### src/rtl/kvi_pkg.sv
// ----------------------------------------------------------------------------
// kvi_pkg
// Shared types and constants for the keyframe vector interpolation unit.
// ----------------------------------------------------------------------------
package kvi_pkg;

  // Default table depth.
  localparam int MAX_KEYS_DEF = 64;

  // Fraction bits of the Q16.16 format and of the interpolation factor.
  localparam int FRAC_BITS = 16;
  localparam int DIV_CNT_W = $clog2(FRAC_BITS + 1);

  // Blend datapath widths.
  localparam int DIFF_W = 33;
  localparam int PROD_W = DIFF_W + FRAC_BITS + 1;
  localparam int SUM_W  = 35;

  // Request opcodes.
  localparam logic OP_LOAD  = 1'b0;
  localparam logic OP_QUERY = 1'b1;

  // Vector component select.
  localparam logic [1:0] COMP_X = 2'd0;
  localparam logic [1:0] COMP_Y = 2'd1;
  localparam logic [1:0] COMP_Z = 2'd2;

  // Result classification.
  typedef enum logic [1:0] {
    EDGE_INTERP = 2'd0,
    EDGE_FIRST  = 2'd1,
    EDGE_LAST   = 2'd2
  } kvi_edge_t;

  // Query sequencer states.
  typedef enum logic [2:0] {
    ST_IDLE,
    ST_FIRST,
    ST_SCAN,
    ST_DIV,
    ST_BLEND,
    ST_DRAIN
  } kvi_state_t;

  // One table entry: key time and vector.
  typedef struct packed {
    logic [31:0] t;
    logic [31:0] x;
    logic [31:0] y;
    logic [31:0] z;
  } kvi_key_t;

  // Memory write request.
  typedef struct packed {
    logic     en;
    kvi_key_t data;
  } kvi_wr_t;

endpackage

### src/rtl/kvi_divider.sv
// ----------------------------------------------------------------------------
// kvi_divider
// Restoring divider producing the Q0.16 interpolation factor one bit a cycle.
// The numerator is known to be below the divisor.
// ----------------------------------------------------------------------------
module kvi_divider (
  input  logic                          clk,
  input  logic                          rst_n,
  input  logic                          start,
  input  logic [31:0]                   num,
  input  logic [31:0]                   den,
  output logic                          done,
  output logic [kvi_pkg::FRAC_BITS-1:0] quo
);
  import kvi_pkg::*;

  logic                 run_r, run_nxt;
  logic                 done_r, done_nxt;
  logic [DIV_CNT_W-1:0] cnt_r, cnt_nxt;
  logic [31:0]          rem_r, rem_nxt;
  logic [31:0]          den_r, den_nxt;
  logic [FRAC_BITS-1:0] quo_r, quo_nxt;
  logic [32:0]          shifted;
  logic                 ge;

  // One shift and trial subtract per cycle.
  assign shifted = {rem_r, 1'b0};
  assign ge      = shifted >= {1'b0, den_r};

  always_comb begin
    run_nxt  = run_r;
    done_nxt = 1'b0;
    cnt_nxt  = cnt_r;
    rem_nxt  = rem_r;
    den_nxt  = den_r;
    quo_nxt  = quo_r;
    if (start) begin
      run_nxt = 1'b1;
      cnt_nxt = DIV_CNT_W'(FRAC_BITS);
      rem_nxt = num;
      den_nxt = den;
      quo_nxt = '0;
    end else if (run_r) begin
      rem_nxt = ge ? 32'(shifted - {1'b0, den_r}) : shifted[31:0];
      quo_nxt = {quo_r[FRAC_BITS-2:0], ge};
      cnt_nxt = cnt_r - 1'b1;
      if (cnt_r == DIV_CNT_W'(1)) begin
        run_nxt  = 1'b0;
        done_nxt = 1'b1;
      end
    end
  end

  // Control state.
  always_ff @(posedge clk) begin
    if (!rst_n) begin
      run_r  <= 1'b0;
      done_r <= 1'b0;
      cnt_r  <= '0;
    end else begin
      run_r  <= run_nxt;
      done_r <= done_nxt;
      cnt_r  <= cnt_nxt;
    end
  end

  // Datapath.
  always_ff @(posedge clk) begin
    rem_r <= rem_nxt;
    den_r <= den_nxt;
    quo_r <= quo_nxt;
  end

  assign done = done_r;
  assign quo  = quo_r;

endmodule

### config.mk
export PLATFORM = sky130hd
export DESIGN_NAME = kvi_divider
export DESIGN_NICKNAME = d
export VERILOG_FILES = /design/src/rtl/kvi_pkg.sv /design/src/rtl/kvi_divider.sv
export SDC_FILE = /design/constraint.sdc
export NUM_CORES = 1
export LEC_CHECK = 0
export BUFFER_PORTS_ARGS = -buffer_cell sky130_fd_sc_hd__clkbuf_2
export CAP_MARGIN = 0
export CORE_ASPECT_RATIO = 0.6
export CORE_UTILIZATION = 45
export CTS_CLUSTER_DIAMETER = 80
export CTS_CLUSTER_SIZE = 10
export DETAILED_ROUTE_END_ITERATION = 10
export GPL_ROUTABILITY_DRIVEN = 0
export PLACE_DENSITY = 0.73
export SYNTH_ARGS = -nofsm -noshare
export SYNTH_HDL_FRONTEND = slang
export SYNTH_SLANG_ARGS = --single-unit
### constraint.sdc
create_clock -name clk -period 5.4 [get_ports clk]
set_input_delay 0.54 -clock clk [delete_from_list [all_inputs] [get_ports clk]]
set_output_delay 0.54 -clock clk [all_outputs]
set_load 0.02 [all_outputs]
Word-level counts from Yosys, hierarchy flattened
Index checks and enable logic that the tools add are counted.
{ "totals": {"register_bits": 87, "input_bits": 67, "output_inout_bits": 17, "elab_cells": 25} }
{ "op_classes": {"add_sub_neg": 2, "order_cmp": 1, "n_eq_ne": 1, "n_mux": 9, "bitwise": 2, "n_reduce_logical": 3} }
{ "op_table": {"columns": ["op", "count"], "rows": [
  ["2-to-1 mux 32 bit", 3],
  [">= comparator 33 x 32 -> 1 bit", 1],
  ["subtractor 32 bit", 1],
  ["2-to-1 mux 5 bit", 2],
  ["equality test 5 x 1 -> 1 bit (second input constant)", 1],
  ["subtractor 5 x 1 -> 5 bit (second input constant)", 1],
  ["2-to-1 mux 1 bit", 4],
  ["OR reduction 3 bit", 1],
  ["inverter 1 bit", 2],
  ["nonzero test 2 bit", 1],
  ["OR reduction 2 bit", 1]
]} }

Logic depth before layout (Yosys ltp)
{ "logic_depth": {"ltp_word": 4, "depth_mapped": 13, "mapped_depth_nobuf": 11} }

Worst setup path before layout
Ideal clock, no wire load.
{ "synth_timing": {"kind": "register to register", "startpoint": "register rem_r[11]", "endpoint": "register rem_r[27], data pin", "setup_ns": 0.265, "arrival_ns": 2.576, "required_time_ns": 5.135, "setup_slack_ns": 2.558, "path_stages_with_launch": 11, "n_path_buf": 1, "period_less_slack_ns": 2.842, "cell_sequence": "edfxtp_1 ha_1 buf_2 a21oi_2 o21ai_0 a221o_1 o311ai_2 a31oi_2 a311oi_1 nor4_1 or3_1"} }
{ "synth_via": {"elab_chain_cells": 4, "word_cells_on_any_way": 5, "cone_classes": "add/sub: 1; order compare: 1; mux: 3"} }
{ "synth_rtl": {"columns": ["element", "line_no", "rtl"], "rows": [
  ["start, declared", "kvi_divider.sv:20", "logic [31:0] rem_r, rem_nxt;"],
  ["start signal, assigned", "kvi_divider.sv:69", "rem_r <= rem_nxt;"],
  ["subtractor 32 bit / >= comparator 33 x 32 -> 1 bit (equally long branches)", "kvi_divider.sv:44, kvi_divider.sv:28", null],
  ["2-to-1 mux 32 bit *", "kvi_divider.sv:44", "rem_nxt = ge ? 32'(shifted - {1'b0, den_r}) : shifted[31:0];"],
  ["2-to-1 mux 32 bit *", "kvi_divider.sv:43", "end else if (run_r) begin"],
  ["2-to-1 mux 32 bit *", "kvi_divider.sv:37", "if (start) begin"],
  ["named net rem_nxt[27]", "kvi_divider.sv:20", null]
]} }
The timed path passes the listed nets; every way through them passes the cells marked *. The select of a mux whose other input is x is not followed.
A chain may end at the register's enable or synchronous reset.

Worst setup path in the final report
{ "layout_timing": {"startpoint": "register rem_r[2]", "endpoint": "register rem_r[27], data pin"} }
Same word-level chain as after synthesis.

==> out/results.tsv <==
stage	metric	value	unit
timing	measured slew at the worst slew-check pin	1.079	ns
clocking	hold_buf cts	0	
power_and_ir_drop	Net Switching	1.073	mW
floorplan	row count	30	
final_layout	Nets	723	
setup_path	r2r worst-path depth	9	
place	placed cell count	770	
synth	area leader, netlist	edfxtp_1	
timing	final setup vio count	0	
power_and_ir_drop	Int Power	1.675	mW
place	# port buffers	83	
clocking	CTS Sinks	87	
global_route	initial antenna violation count	0	
timing	FMAX	0.2863	GHz
timing	unrepaired setup endpoints after global routing	false	
drt	drt pass-1 iters	5	
power_and_ir_drop	P_leak	2.695	nW
clocking	total CTS buffers	9	
synth	Mapped Nets	647	
power_and_ir_drop	Design Power	2.748	mW
drt	DR iter-0 viols	239	
floorplan	num ports	84	
synth	synthesis-stage register bit count	87	
hold_path	worst hold path type	in2reg	
power_and_ir_drop	Max VDD drop	0.0001592	V
place	DP Area	5846	µm²
drt	vias per cell	5.420	
floorplan	die area	12210	µm²
drt	DRC	0	
final_layout	fill cell count	1002	
clocking	Clock Latency Late Sink	0.36	ns
setup_path	CP Class	reg2reg	
synth	ys flop type	edfxtp_1	
timing	Final Critical Period	3.493	ns
synth	number of synthesized flops with an enable pin	64	
power_and_ir_drop	Clk pwr share	0.235	
final_layout	share of post-route cells with drive strength above 1	0.1805	
final_layout	P&R area growth vs syn	16.38	%
clocking	TritonCTS clock tree	done	
synth	Area contributors post-synth	edfxtp_1, dfxtp_1, ha_1	
timing	clk_skew	0.01361	ns
drt	DR WL/cell	15.80	µm
clocking	post-cts resize count	0	
power_and_ir_drop	sequential power share	0.333	
final_layout	final std cells w/o fill	786	
synth	Synthesis Warnings	0	
final_layout	final instance area	6160	µm²
synth	syn_area_per_cell	9.711	µm²
timing	PnR worst setup slack	1.907	ns
power_and_ir_drop	PwrDens	446.0	nW/µm²
drt	WL final	12.42	mm
synth	Synth top area share	0.3631	
floorplan	initial core utilization	0.4653	
global_route	first-pass GRT wire length	20.13	mm
synth	sequential area share after synthesis	0.4501	
synth	Gate Count Post-Synth	545	
power_and_ir_drop	Comb pwr share	0.432	
timing	Worst slew margin	0.2796	
synth	commonest cells in the netlist	edfxtp_1, nand2_1, nor2_1	
timing	Slew Limit Fails	0	
place	DP Wirelength	8.820	mm
hold_path	worst hold stages	1	
synth	ys async rst share	0	
setup_path	CP required	5.50	ns
timing	Hold Fails Final Rpt	0	
global_route	vias in the first global route	4037	
setup_path	Worst setup SP type	flop	
setup_path	CP Capture Type	flop	
clocking	clock transition at the registers of the reported paths	0.08	ns
run	max_cap viols	0	
clocking	clk buf depth	2	
floorplan	Die Span Y	86.01	µm
power_and_ir_drop	switching share of power	0.3905	
place	worst slack, placed	2.018	ns
status	status	completed	
final_layout	Antenna diodes	0	
clocking	Post-CTS Setup Bufs	0	
timing	TNS Setup	0	ns
clocking	Clock Root Buffer	clkbuf_16	
synth	synthesized cell area	5293	µm²
timing	final worst path period share	0.6469	
drt	via count	4260	
global_route	largest net degree at the start of global routing	55	
global_route	Overflow after GRT	0	
global_route	GR Util All Layers	0.2124	
synth	Distinct cells, synth	58	
floorplan	die width	142.0	µm
synth	top-count cell post-synth	edfxtp_1	
setup_path	Arr. time, crit path	3.59	ns
setup_path	CP max FO	28	
clocking	H-tree Lvls	3	
floorplan	core footprint	11370	µm²
drt	ANT nets after route	0	
flip-flops by register name, summed over array words and instances, names as in the netlist:
name / cells
rem_r: 32
done: 1
quo: 16
cnt_r: 5
den_r: 32
run_r: 1
worst max-delay path: stages (launching register included):
cell	delay (ns)
edfxtp_1	0.41
ha_1	0.40
a21o_1	0.20
a21oi_1	0.28
a21oi_1	0.15
o21ai_0	0.30
a21oi_1	0.13
or2_2	0.65
and4_1	0.36
or3_1	0.35
cells by family after synthesis:
logic type               synth area share
multiplexers                      0.07021
adder cells (fa/ha/maj)           0.08416
buffers and inverters             0.04492
AND/OR/NAND/NOR                    0.1489
XOR/XNOR                          0.04468
flip-flops                         0.4501
AO/OA/AOI/OAI                      0.1570
final timing paths:
check / startpoint / end / slack (ns)
max: rem_r[2] / rem_r[27] / 1.91
min: den[8] / den_r[8] / 0.35
max reg2reg: rem_r[2] / rem_r[27] / 1.91
min reg2reg: quo[15] / quo[15] / 0.50
layout make-up:
| type | instances | area, µm² | share of cell area |
|---|---|---|---|
| inverters | 40 | 150.1 | 0.02438 |
| clock buffers | 9 | 225.2 | 0.03656 |
| repair buffers | 86 | 440.4 | 0.07150 |
| well taps | 160 | 200.2 | 0.03250 |
| multi-input cells | 397 | 2673 | 0.4339 |
| flip-flops and latches | 87 | 2382 | 0.3868 |
| clock inverters | 7 | 88.84 | 0.01442 |
through the flow:
step / util / hold slack, ns
floorplan: - / 0.4685
global placement: 0.5140 / 0.4736
detailed placement: 0.5140 / 0.4850
CTS: 0.5416 / 0.3428
global route: 0.5416 / 0.3405
finish: 0.5416 / 0.3512
routing by layer:
layer	routed length, µm	GRT usage
met5	0	0
met4	153	0.06452
met3	769	0.05360
met2	5163	0.3146
met1	6332	0.3038
cell usage in the layout (no fill, tap or decap), types with 13 or more instances in the layout:
cell and instances:
a21oi_1 33, clkbuf_2 82, dfxtp_1 23, edfxtp_1 64, ha_1 34, inv_1 40, mux2i_1 36, nand2_1 59
nand3_1 13, nor2_1 49, o21ai_0 38, xnor2_1 18
power by group through the flow:
stage,Sequential (mW),Clock [mW],Combinational [mW]
after floorplan,0.907,0,0.906
after global placement,0.922,0,1.12
after detailed placement,0.926,0,1.16
after CTS,0.915,0.657,1.17
after global routing,0.928,0.682,1.30
final,0.915,0.646,1.19
Note: power is estimated with default switching activity, not from simulation.
