<file path="src/rtl/kvi_pkg.sv">
// ----------------------------------------------------------------------------
// kvi_pkg
// Shared types and constants for the keyframe vector interpolation unit.
// ----------------------------------------------------------------------------
package kvi_pkg;

  // Default table depth.
  localparam int MAX_KEYS_DEF = 64;

  // Fraction bits of the Q16.16 format and of the interpolation factor.
  localparam int FRAC_BITS = 16;
  localparam int DIV_CNT_W = $clog2(FRAC_BITS + 1);

  // Blend datapath widths.
  localparam int DIFF_W = 33;
  localparam int PROD_W = DIFF_W + FRAC_BITS + 1;
  localparam int SUM_W  = 35;

  // Request opcodes.
  localparam logic OP_LOAD  = 1'b0;
  localparam logic OP_QUERY = 1'b1;

  // Vector component select.
  localparam logic [1:0] COMP_X = 2'd0;
  localparam logic [1:0] COMP_Y = 2'd1;
  localparam logic [1:0] COMP_Z = 2'd2;

  // Result classification.
  typedef enum logic [1:0] {
    EDGE_INTERP = 2'd0,
    EDGE_FIRST  = 2'd1,
    EDGE_LAST   = 2'd2
  } kvi_edge_t;

  // Query sequencer states.
  typedef enum logic [2:0] {
    ST_IDLE,
    ST_FIRST,
    ST_SCAN,
    ST_DIV,
    ST_BLEND,
    ST_DRAIN
  } kvi_state_t;

  // One table entry: key time and vector.
  typedef struct packed {
    logic [31:0] t;
    logic [31:0] x;
    logic [31:0] y;
    logic [31:0] z;
  } kvi_key_t;

  // Memory write request.
  typedef struct packed {
    logic     en;
    kvi_key_t data;
  } kvi_wr_t;

endpackage

</file>
<file path="src/rtl/kvi_blend.sv">
// ----------------------------------------------------------------------------
// kvi_blend
// Two-stage linear blend of one component: start + floor((end - start) * f
// / 2^16), saturated to 32 bits.
// ----------------------------------------------------------------------------
module kvi_blend (
  input  logic                          clk,
  input  logic                          rst_n,
  input  logic                          in_valid,
  input  logic signed [31:0]            a,
  input  logic signed [31:0]            b,
  input  logic [kvi_pkg::FRAC_BITS-1:0] f,
  output logic                          out_valid,
  output logic signed [31:0]            res
);
  import kvi_pkg::*;

  localparam logic signed [SUM_W-1:0] SAT_HI = SUM_W'(64'sd2147483647);
  localparam logic signed [SUM_W-1:0] SAT_LO = SUM_W'(-64'sd2147483648);

  logic                      v1_r, v2_r;
  logic signed [PROD_W-1:0]  p_r, p_nxt;
  logic signed [31:0]        a_r;
  logic signed [31:0]        res_r, res_nxt;
  logic signed [DIFF_W-1:0]  diff;
  logic signed [FRAC_BITS:0] f_s;
  logic signed [SUM_W-1:0]   term;
  logic signed [SUM_W-1:0]   sum;

  // Stage one: difference times factor.
  assign diff  = DIFF_W'(b) - DIFF_W'(a);
  assign f_s   = $signed({1'b0, f});
  assign p_nxt = diff * f_s;

  // Stage two: arithmetic shift floors toward minus infinity, then saturate.
  assign term = SUM_W'(p_r >>> FRAC_BITS);
  assign sum  = term + SUM_W'(a_r);

  always_comb begin
    if (sum > SAT_HI) begin
      res_nxt = 32'sh7FFFFFFF;
    end else if (sum < SAT_LO) begin
      res_nxt = 32'sh80000000;
    end else begin
      res_nxt = sum[31:0];
    end
  end

  always_ff @(posedge clk) begin
    if (!rst_n) begin
      v1_r <= 1'b0;
      v2_r <= 1'b0;
    end else begin
      v1_r <= in_valid;
      v2_r <= v1_r;
    end
  end

  always_ff @(posedge clk) begin
    p_r   <= p_nxt;
    a_r   <= a;
    res_r <= res_nxt;
  end

  assign out_valid = v2_r;
  assign res       = res_r;

endmodule

</file>
<file path="config.mk">
export PLATFORM = sky130hd
export DESIGN_NAME = kvi_blend
export DESIGN_NICKNAME = d
export VERILOG_FILES = /design/src/rtl/kvi_pkg.sv /design/src/rtl/kvi_blend.sv
export SDC_FILE = /design/constraint.sdc
export NUM_CORES = 1
export LEC_CHECK = 0
export BUFFER_PORTS_ARGS = -buffer_cell sky130_fd_sc_hd__clkbuf_2
export CORE_MARGIN = 2
export CORE_UTILIZATION = 55
export CTS_CLUSTER_SIZE = 30
export DETAILED_ROUTE_END_ITERATION = 8
export GPL_ROUTABILITY_DRIVEN = 0
export PLACE_DENSITY = 0.73
export SYNTH_ARGS = -nofsm -noshare
export SYNTH_HDL_FRONTEND = slang
export SYNTH_SLANG_ARGS = --single-unit
</file>
<file path="constraint.sdc">
create_clock -name clk -period 28.5 [get_ports clk]
set_clock_uncertainty 0.1 [all_clocks]
set_input_delay 5.7 -clock clk [delete_from_list [all_inputs] [get_ports clk]]
set_output_delay 5.7 -clock clk [all_outputs]
set_load 0.1 [all_outputs]
</file>
After elaboration in Yosys (flattened, before gate mapping)
Index checks and enable logic that the tools add are counted.
{"block": "classes", "multipliers": 1, "magnitude_cmp": 2, "mux": 1, "n_addsub": 2}
{"cell": "$mul 33x17->50", "n": 1}
{"cell": "$add 34x32->35", "n": 1}
{"cell": "$gt 35x32->1 const B", "n": 1}
{"cell": "$lt 35x32->1 const B", "n": 1}
{"cell": "$sub 32x32->33", "n": 1}
{"cell": "$mux 32", "n": 1}
{"block": "totals", "word_cells": 11, "register_bits": 116, "out_inout_bits": 33}

Longest topological paths before layout
Gate-level depths: netlist (run 1).
{"block": "depth", "ltp_word": 3, "ltp_mapped": 35, "depth_no_buf": 34}

Least setup slack after synthesis (run 1)
OpenSTA, ideal clock, no wires.
{"block": "synth_path", "path_kind": "in2reg", "startpoint": "in b[0]", "endpoint": "reg p_r[47]", "slack_ps": 15028, "t_required_ps": 28277, "setup_time_ps": 123, "cell_stages": 32, "t_arrival_ps": 13250, "path_cell_list": "inv_1 ha_1 fa_1 nor2b_4 o31a_1 o311a_4 o211ai_2 a21oi_1 o41ai_1 o21ai_0 xor2_1 clkbuf_1 nand2_1 fa_1 fa_1 fa_1 inv_1 fa_1 fa_1 inv_1 fa_1 inv_1 ha_1 and2_1 a32oi_1 and2_1 a41oi_1 and4_1 o21ai_0 o211ai_1 a21oi_1 a21oi_1"}
{"block": "synth_between", "elab_chain_len": 2}
{"element": "start: declaration", "line": "kvi_blend.sv:11", "source": "input logic signed [31:0] b,"}
{"element": "$sub 32x32->33", "line": "kvi_blend.sv:31", "source": "assign diff = DIFF_W'(b) - DIFF_W'(a);"}
{"element": "$mul 33x17->50", "line": "kvi_blend.sv:33", "source": "assign p_nxt = diff * f_s;"}
{"element": "named net p_nxt[47]", "line": "kvi_blend.sv:22", "source": "logic signed [PROD_W-1:0] p_r, p_nxt;"}
{"element": "end signal: assignment", "line": "kvi_blend.sv:60", "source": "p_r <= p_nxt;"}
{"element": "end: declaration", "line": "kvi_blend.sv:22"}
The timed path passes the listed nets, and every way through them passes these cells.
A chain may end at the register's enable or synchronous reset.

Final worst setup path (run 1)
{"block": "layout_path", "startpoint": "in a[6]", "endpoint": "reg p_r[47]"}
{"block": "layout_between", "elab_chain_len": 2}
{"element": "start: declaration", "line": "kvi_blend.sv:10", "source": "input logic signed [31:0] a,"}
{"element": "$sub 32x32->33", "line": "kvi_blend.sv:31"}
{"element": "$mul 33x17->50", "line": "kvi_blend.sv:33"}
{"element": "named net p_nxt[47]", "line": "kvi_blend.sv:22"}
The timed path passes the listed nets, and every way through them passes these cells.

==> key figures, run 1 <==
Finish
  • Count of nets after finishing: 3641
  • Number of filler instances in the final layout: 3866
  • Commonest non-fill, non-tap cell in the layout: sky130_fd_sc_hd__inv_1
  • Synth-to-layout area growth: 5.85%
  • Antenna diode instance count: 0
  • Share of final-layout standard cells stronger than drive strength 1: 7.30%
  • Most frequent cells in the layout: sky130_fd_sc_hd__inv_1 (648), sky130_fd_sc_hd__fa_1 (503), sky130_fd_sc_hd__nand2_1 (396)

Place
  • Total half-perimeter wirelength after legalization and detailed placement: 49.8 mm
  • Port bufs: 115

Global routing
  • Via count of the first global-routing pass: 21200
  • Global route overflow: 0
  • Initial antenna violation count: 0
  • Largest net degree at the start of global routing: 67
  • Wire length of the first global-routing pass: 108 mm
  • GRT Total Usage: 29.3%

Floorplanning
  • Core Area: 44100 um2
  • Row cnt: 77
  • Chip Width: 215 um
  • Die Ht: 215 um
  • Number of placed I/O pins: 116
  • Initial core utilization: 55.6%
  • Overall die area: 46300 um2

Synth
  • Fraction of registers with async set/reset: 0%
  • Syn Nets: 3615
  • Post-synth EDFFs: 0
  • Yosys top cell by area: sky130_fd_sc_hd__fa_1
  • Post-synthesis average cell area: 8.62 um2
  • Yosys warns: 0
  • Number of library cell types mapped by synthesis: 72
  • Adder-cell share of the synthesized area: 50.4%
  • Share of the synthesized area in the top cell type: 41.0%
  • Total standard cell area after synthesis: 24500 um2
  • Fraction of the mapped netlist area in compound gates: 9.10%
  • Sequential share of the synthesized area: 8.16%
  • Prevailing post-synth register cell: sky130_fd_sc_hd__dfxtp_1
  • Synth Area in XOR/XNOR: 3.14%
  • Post-synthesis simple-gate area fraction: 16.3%
  • Syn Inst Count: 2846
  • Combinational family with the most area after synthesis: adder cells
  • Dominant cells by area after synthesis: sky130_fd_sc_hd__fa_1 (41%), sky130_fd_sc_hd__inv_1 (9.9%), sky130_fd_sc_hd__ha_1 (9.3%), sky130_fd_sc_hd__dfxtp_1 (8.2%), sky130_fd_sc_hd__nand2_1 (6.1%)
  • Post-synthesis mux area share: 0.831%
  • Count of state elements after synthesis: 100

CTS
  • Max Buffers Root-to-Sink: 2
  • Post-cts sizing count: 0
  • CTS clock-pin slew for the worst setup and hold paths: 0.09 ns
  • Total number of clock tree sinks: 100
  • CTS H-tree depth: 3
  • Worst-skew pair later-pin latency: 0.36 ns
  • TritonCTS clock tree: yes
  • Post-CTS Setup Repair Bufs: 0
  • Count of hold-fix buffers inserted at cts: 0
  • Total CTS buffers: 9
  • Buffer type at the clock tree root: sky130_fd_sc_hd__clkbuf_16

Setup path
  • Most common cell on crit path: sky130_fd_sc_hd__fa_1
  • Sort of element at the start of the critical path: primary input
  • Max stage delay on crit path: 0.97 ns
  • Highest net fanout along the worst path: 16
  • Kind of end point of the critical path: flip-flop
  • Data required time at the worst endpoint: 28.68 ns
  • Critical Setup Path Class: in -> reg
  • WP data arrival: 14.91 ns
  • Slowest-stage cell, CP: sky130_fd_sc_hd__xnor2_2

Drt
  • DR iter-0 viols: 1565
  • 1st-pass router iterations: 7
  • Detail-routed via count per cell: 5.63
  • Final wirelength: 65.2 mm
  • Routed wire per std cell: 18.8 um
  • Via total after detailed routing: 19500
  • Residual DRC: 0
  • Antenna-violating nets left: 0

STA
  • Final total negative setup slack: 0 ns
  • Transition at the pin with the smallest max-transition slack: 1.27 ns
  • Setup-violating endpoint count in the final report: 0
  • Max-slew violation total from the final report: 0
  • Minimum period implied by the final worst setup slack: 14.73 ns
  • Share of the clock period used by the worst path after layout: 51.7%
  • Unrepaired setup endpoints after global routing: no
  • Slew headroom: 15.2%
  • Number of hold-slack violations in the final timing report: 0
  • Fmax: 0.0679 GHz

Run status
  • Run status: completed

Worst hold path
  • Type of the most critical hold path: reg -> reg

Run
  • Max-cap check violation count: 0
[area by class of cell]
cell class                      instances  area [um2]  area share [%]
Inverter                              648        2430            9.37
Tap cell                              592         741            2.85
Timing Repair Buffer                  153         861            3.31
Multi-Input combinational cell       1960       19600            75.6
Clock inverter                          7        68.8           0.265
Sequential cell                       100        2000            7.71
Clock buffer                            9         225           0.867
[worst paths after layout]
check                             from   endpoint  slack (ns)  depth (start not counted)
worst max-delay path              a[6]    p_r[47]       13.77                         31
worst max register to register  a_r[0]     res[3]       24.46                         11
worst min-delay path              v1_r  out_valid        0.34                          1
worst min register to register    v1_r  out_valid        0.34                          1
[critical path, delay by kind of cell]
family                     cells  cell delay (ns)
adders and majority gates      8             3.90
AOI/OAI and AO/OA             13             3.08
xor gates and xnor gates       1             0.97
and+or+nand+nor                4             0.94
buffers and inverters          5             0.31
[stage by stage]
stage	util, %	hold WS, ns	std cells	instance area [um2]	worst slack (ns)
after floorplan	-	0.312	2846	24500	15.03
after global placement	58.2	0.323	3453	25700	13.93
after detailed placement	58.2	0.341	3453	25700	13.64
after CTS	58.9	0.348	3469	26000	13.94
after global routing	58.9	0.388	3469	26000	13.25
final	58.9	0.336	3469	26000	13.77
[logic make-up after synthesis]
family                     count (synthesis)
muxes                                     18
adders and majority gates                686
buffers and inverters                    786
xor gates and xnor gates                  88
DFF                                      100
AOI/OAI and AO/OA                        342
and+or+nand+nor                          826
[synthesized netlist by cell type, drive strengths merged (4+ instances only)]
library cell	count
o211ai	15
xor2	31
clkbuf	126
a21oi	96
a21o	38
xnor2	57
nand2b	31
nand3	45
nor2	60
inv	648
or2	4
dfxtp	100
mux2	10
ha	183
o31ai	5
o21a	13
mux2i	8
a2111oi	4
a211oi	13
nand4	35
fa	503
and2	162
nor3	16
and3	19
buf	12
o211a	7
nor2b	41
a31oi	19
o21ai	92
o21bai	8
nand2	397
[flip-flops by register name, summed over array words and instances (netlist names)]
| signal | flops |
|---|---|
| res | 32 |
| out_valid | 1 |
| a_r | 32 |
| v1_r | 1 |
| p_r | 34 |
[metal layers]
layer  wire, um  global-route usage [%]  share of wire, %
met2      31900                    50.5                49
met3       5440                    4.66               8.3
met4       2700                    12.3               4.1
met5          0                       0                 0
met1      25300                    36.9                39
Power of run 1 is not shown: default switching activity piles up to over one toggle a cycle in this logic, so the estimate is an artifact.
==> run 2, diff against run 1 <==
clock period = 15.43 ns   (was 28.5 ns; I/O delays follow)
==> key figures, run 2 (same netlist as run 1, synthesis figures left out) <==
Finish
  • Multi-input logic area: 19600 um2
  • Cell Count, Final, Fillers Out: 3469
  • Number of filler instances in the final layout: 3934
  • Share of final-layout standard cells stronger than drive strength 1: 7.26%
  • FF/Latch Area: 2000 um2
  • Count of nets after finishing: 3641
  • Largest Register: p_r
  • Post-route design area: 26000 um2
  • Antenna diode instance count: 0
  • Commonest non-fill, non-tap cell in the layout: sky130_fd_sc_hd__inv_1
  • Largest register FFs: 34
  • Synth-to-layout area growth: 5.82%
  • Most frequent cells in the layout: sky130_fd_sc_hd__inv_1 (648), sky130_fd_sc_hd__fa_1 (503), sky130_fd_sc_hd__nand2_1 (396)

Floorplanning
  • Overall die area: 46300 um2
  • Core Area: 44100 um2
  • Die Ht: 215 um
  • Number of placed I/O pins: 116
  • Row cnt: 77
  • Initial core utilization: 55.6%
  • Chip Width: 215 um

Drt
  • 1st-pass router iterations: 5
  • Antenna-violating nets left: 0
  • Final wirelength: 65.1 mm
  • DR iter-0 viols: 1387
  • Residual DRC: 0
  • Routed wire per std cell: 18.8 um
  • Via total after detailed routing: 19600
  • Detail-routed via count per cell: 5.65

Setup path
  • Highest net fanout along the worst path: 16
  • CP Depth: 31
  • Kind of end point of the critical path: flip-flop
  • Critical register-to-register path endpoint: res[2]
  • Setup crit end: p_r[47]
  • Family with the most delay on the worst path: adder cells
  • Data required time at the worst endpoint: 15.62 ns
  • R2R Setup Slk: 11.40 ns
  • Slowest-stage cell, CP: sky130_fd_sc_hd__xnor2_2
  • Critical Setup Path Class: in -> reg
  • Start point of the critical path: a[6]
  • RR Startpoint: a_r[0]
  • WP data arrival: 12.34 ns
  • Number of cell instances on the worst register-to-register path: 11
  • Sort of element at the start of the critical path: primary input
  • Max stage delay on crit path: 0.99 ns
  • Buffering stage count on the worst path with inverters included: 5
  • Most common cell on crit path: sky130_fd_sc_hd__fa_1

CTS
  • TritonCTS clock tree: yes
  • Total number of clock tree sinks: 100
  • CTS H-tree depth: 3
  • Max Buffers Root-to-Sink: 2
  • Buffer type at the clock tree root: sky130_fd_sc_hd__clkbuf_16
  • CTS clock-pin slew for the worst setup and hold paths: 0.08 ns
  • Post-CTS Setup Repair Bufs: 0
  • Count of hold-fix buffers inserted at cts: 0
  • Worst-skew pair later-pin latency: 0.36 ns
  • Total CTS buffers: 9
  • Post-cts sizing count: 0

Place
  • Cell total after placement: 3453
  • Port bufs: 115
  • Total half-perimeter wirelength after legalization and detailed placement: 49.6 mm
  • Area of placed instances: 25700 um2

STA
  • Unrepaired setup endpoints after global routing: no
  • Final total negative setup slack: 0 ns
  • Max-slew violation total from the final report: 0
  • Fmax: 0.0823 GHz
  • Transition at the pin with the smallest max-transition slack: 1.30 ns
  • Minimum period implied by the final worst setup slack: 12.15 ns
  • Slew headroom: 12.9%
  • Setup-violating endpoint count in the final report: 0
  • Share of the clock period used by the worst path after layout: 78.7%
  • Number of hold-slack violations in the final timing report: 0

Run status
  • Run status: completed

Global routing
  • Via count of the first global-routing pass: 21000
  • Initial antenna violation count: 0
  • Wire length of the first global-routing pass: 107 mm
  • GRT Total Usage: 29.2%
  • Largest net degree at the start of global routing: 67
  • Global route overflow: 0

Worst hold path
  • Type of the most critical hold path: reg -> reg

Run
  • Max-cap check violation count: 0
-- run 2: cell types whose count changed in the layout (fill, tap and decap cells not counted), sizes merged --
| cell | before | now |
|---|---|---|
| clkinv | 3 | 1 |
| clkbuf | 124 | 125 |
| clkinvlp | 1 | 2 |
-- run 2: area by class of cell --
class,instances,share of cell area (%)
clock buffers,10,0.882
clock inverters,6,0.222
inverters,648,9.37
multi-input cells,1960,75.6
flip-flops and latches,100,7.71
well taps,592,2.85
repair buffers,153,3.32
-- run 2: worst min-delay path by stage --
stage          start        end  slack [ns]  cells past startpoint
4_1_cts         v1_r  out_valid        0.34                      1
3_3_place_gp    v1_r  out_valid        0.32                      1
2_1_floorplan   v1_r  out_valid        0.31                      1
6_report        v1_r  out_valid        0.34                      1
3_5_place_dp    v1_r  out_valid        0.34                      1
5_1_grt         v1_r  out_valid        0.37                      1
-- run 2: per-layer routing --
| metal | vias up | part of all wire (%) | track usage (%) |
|---|---|---|---|
| li1 | 8690 | - | - |
| met1 | 9807 | 39 | 37.3 |
| met2 | 895 | 48 | 49.8 |
| met3 | 198 | 8.2 | 3.86 |
| met4 | 0 | 4.4 | 12.6 |
| met5 | - | 0 | 0 |
-- run 2: through the flow --
step	worst slack, ns	util, %	hold WS [ns]
floorplan	4.57	-	0.312
global placement	3.47	58.2	0.323
detailed placement	3.12	58.2	0.336
CTS	3.46	58.8	0.341
global route	2.79	58.8	0.374
finish	3.28	58.8	0.344
Power of run 2 is left out for the same reason.
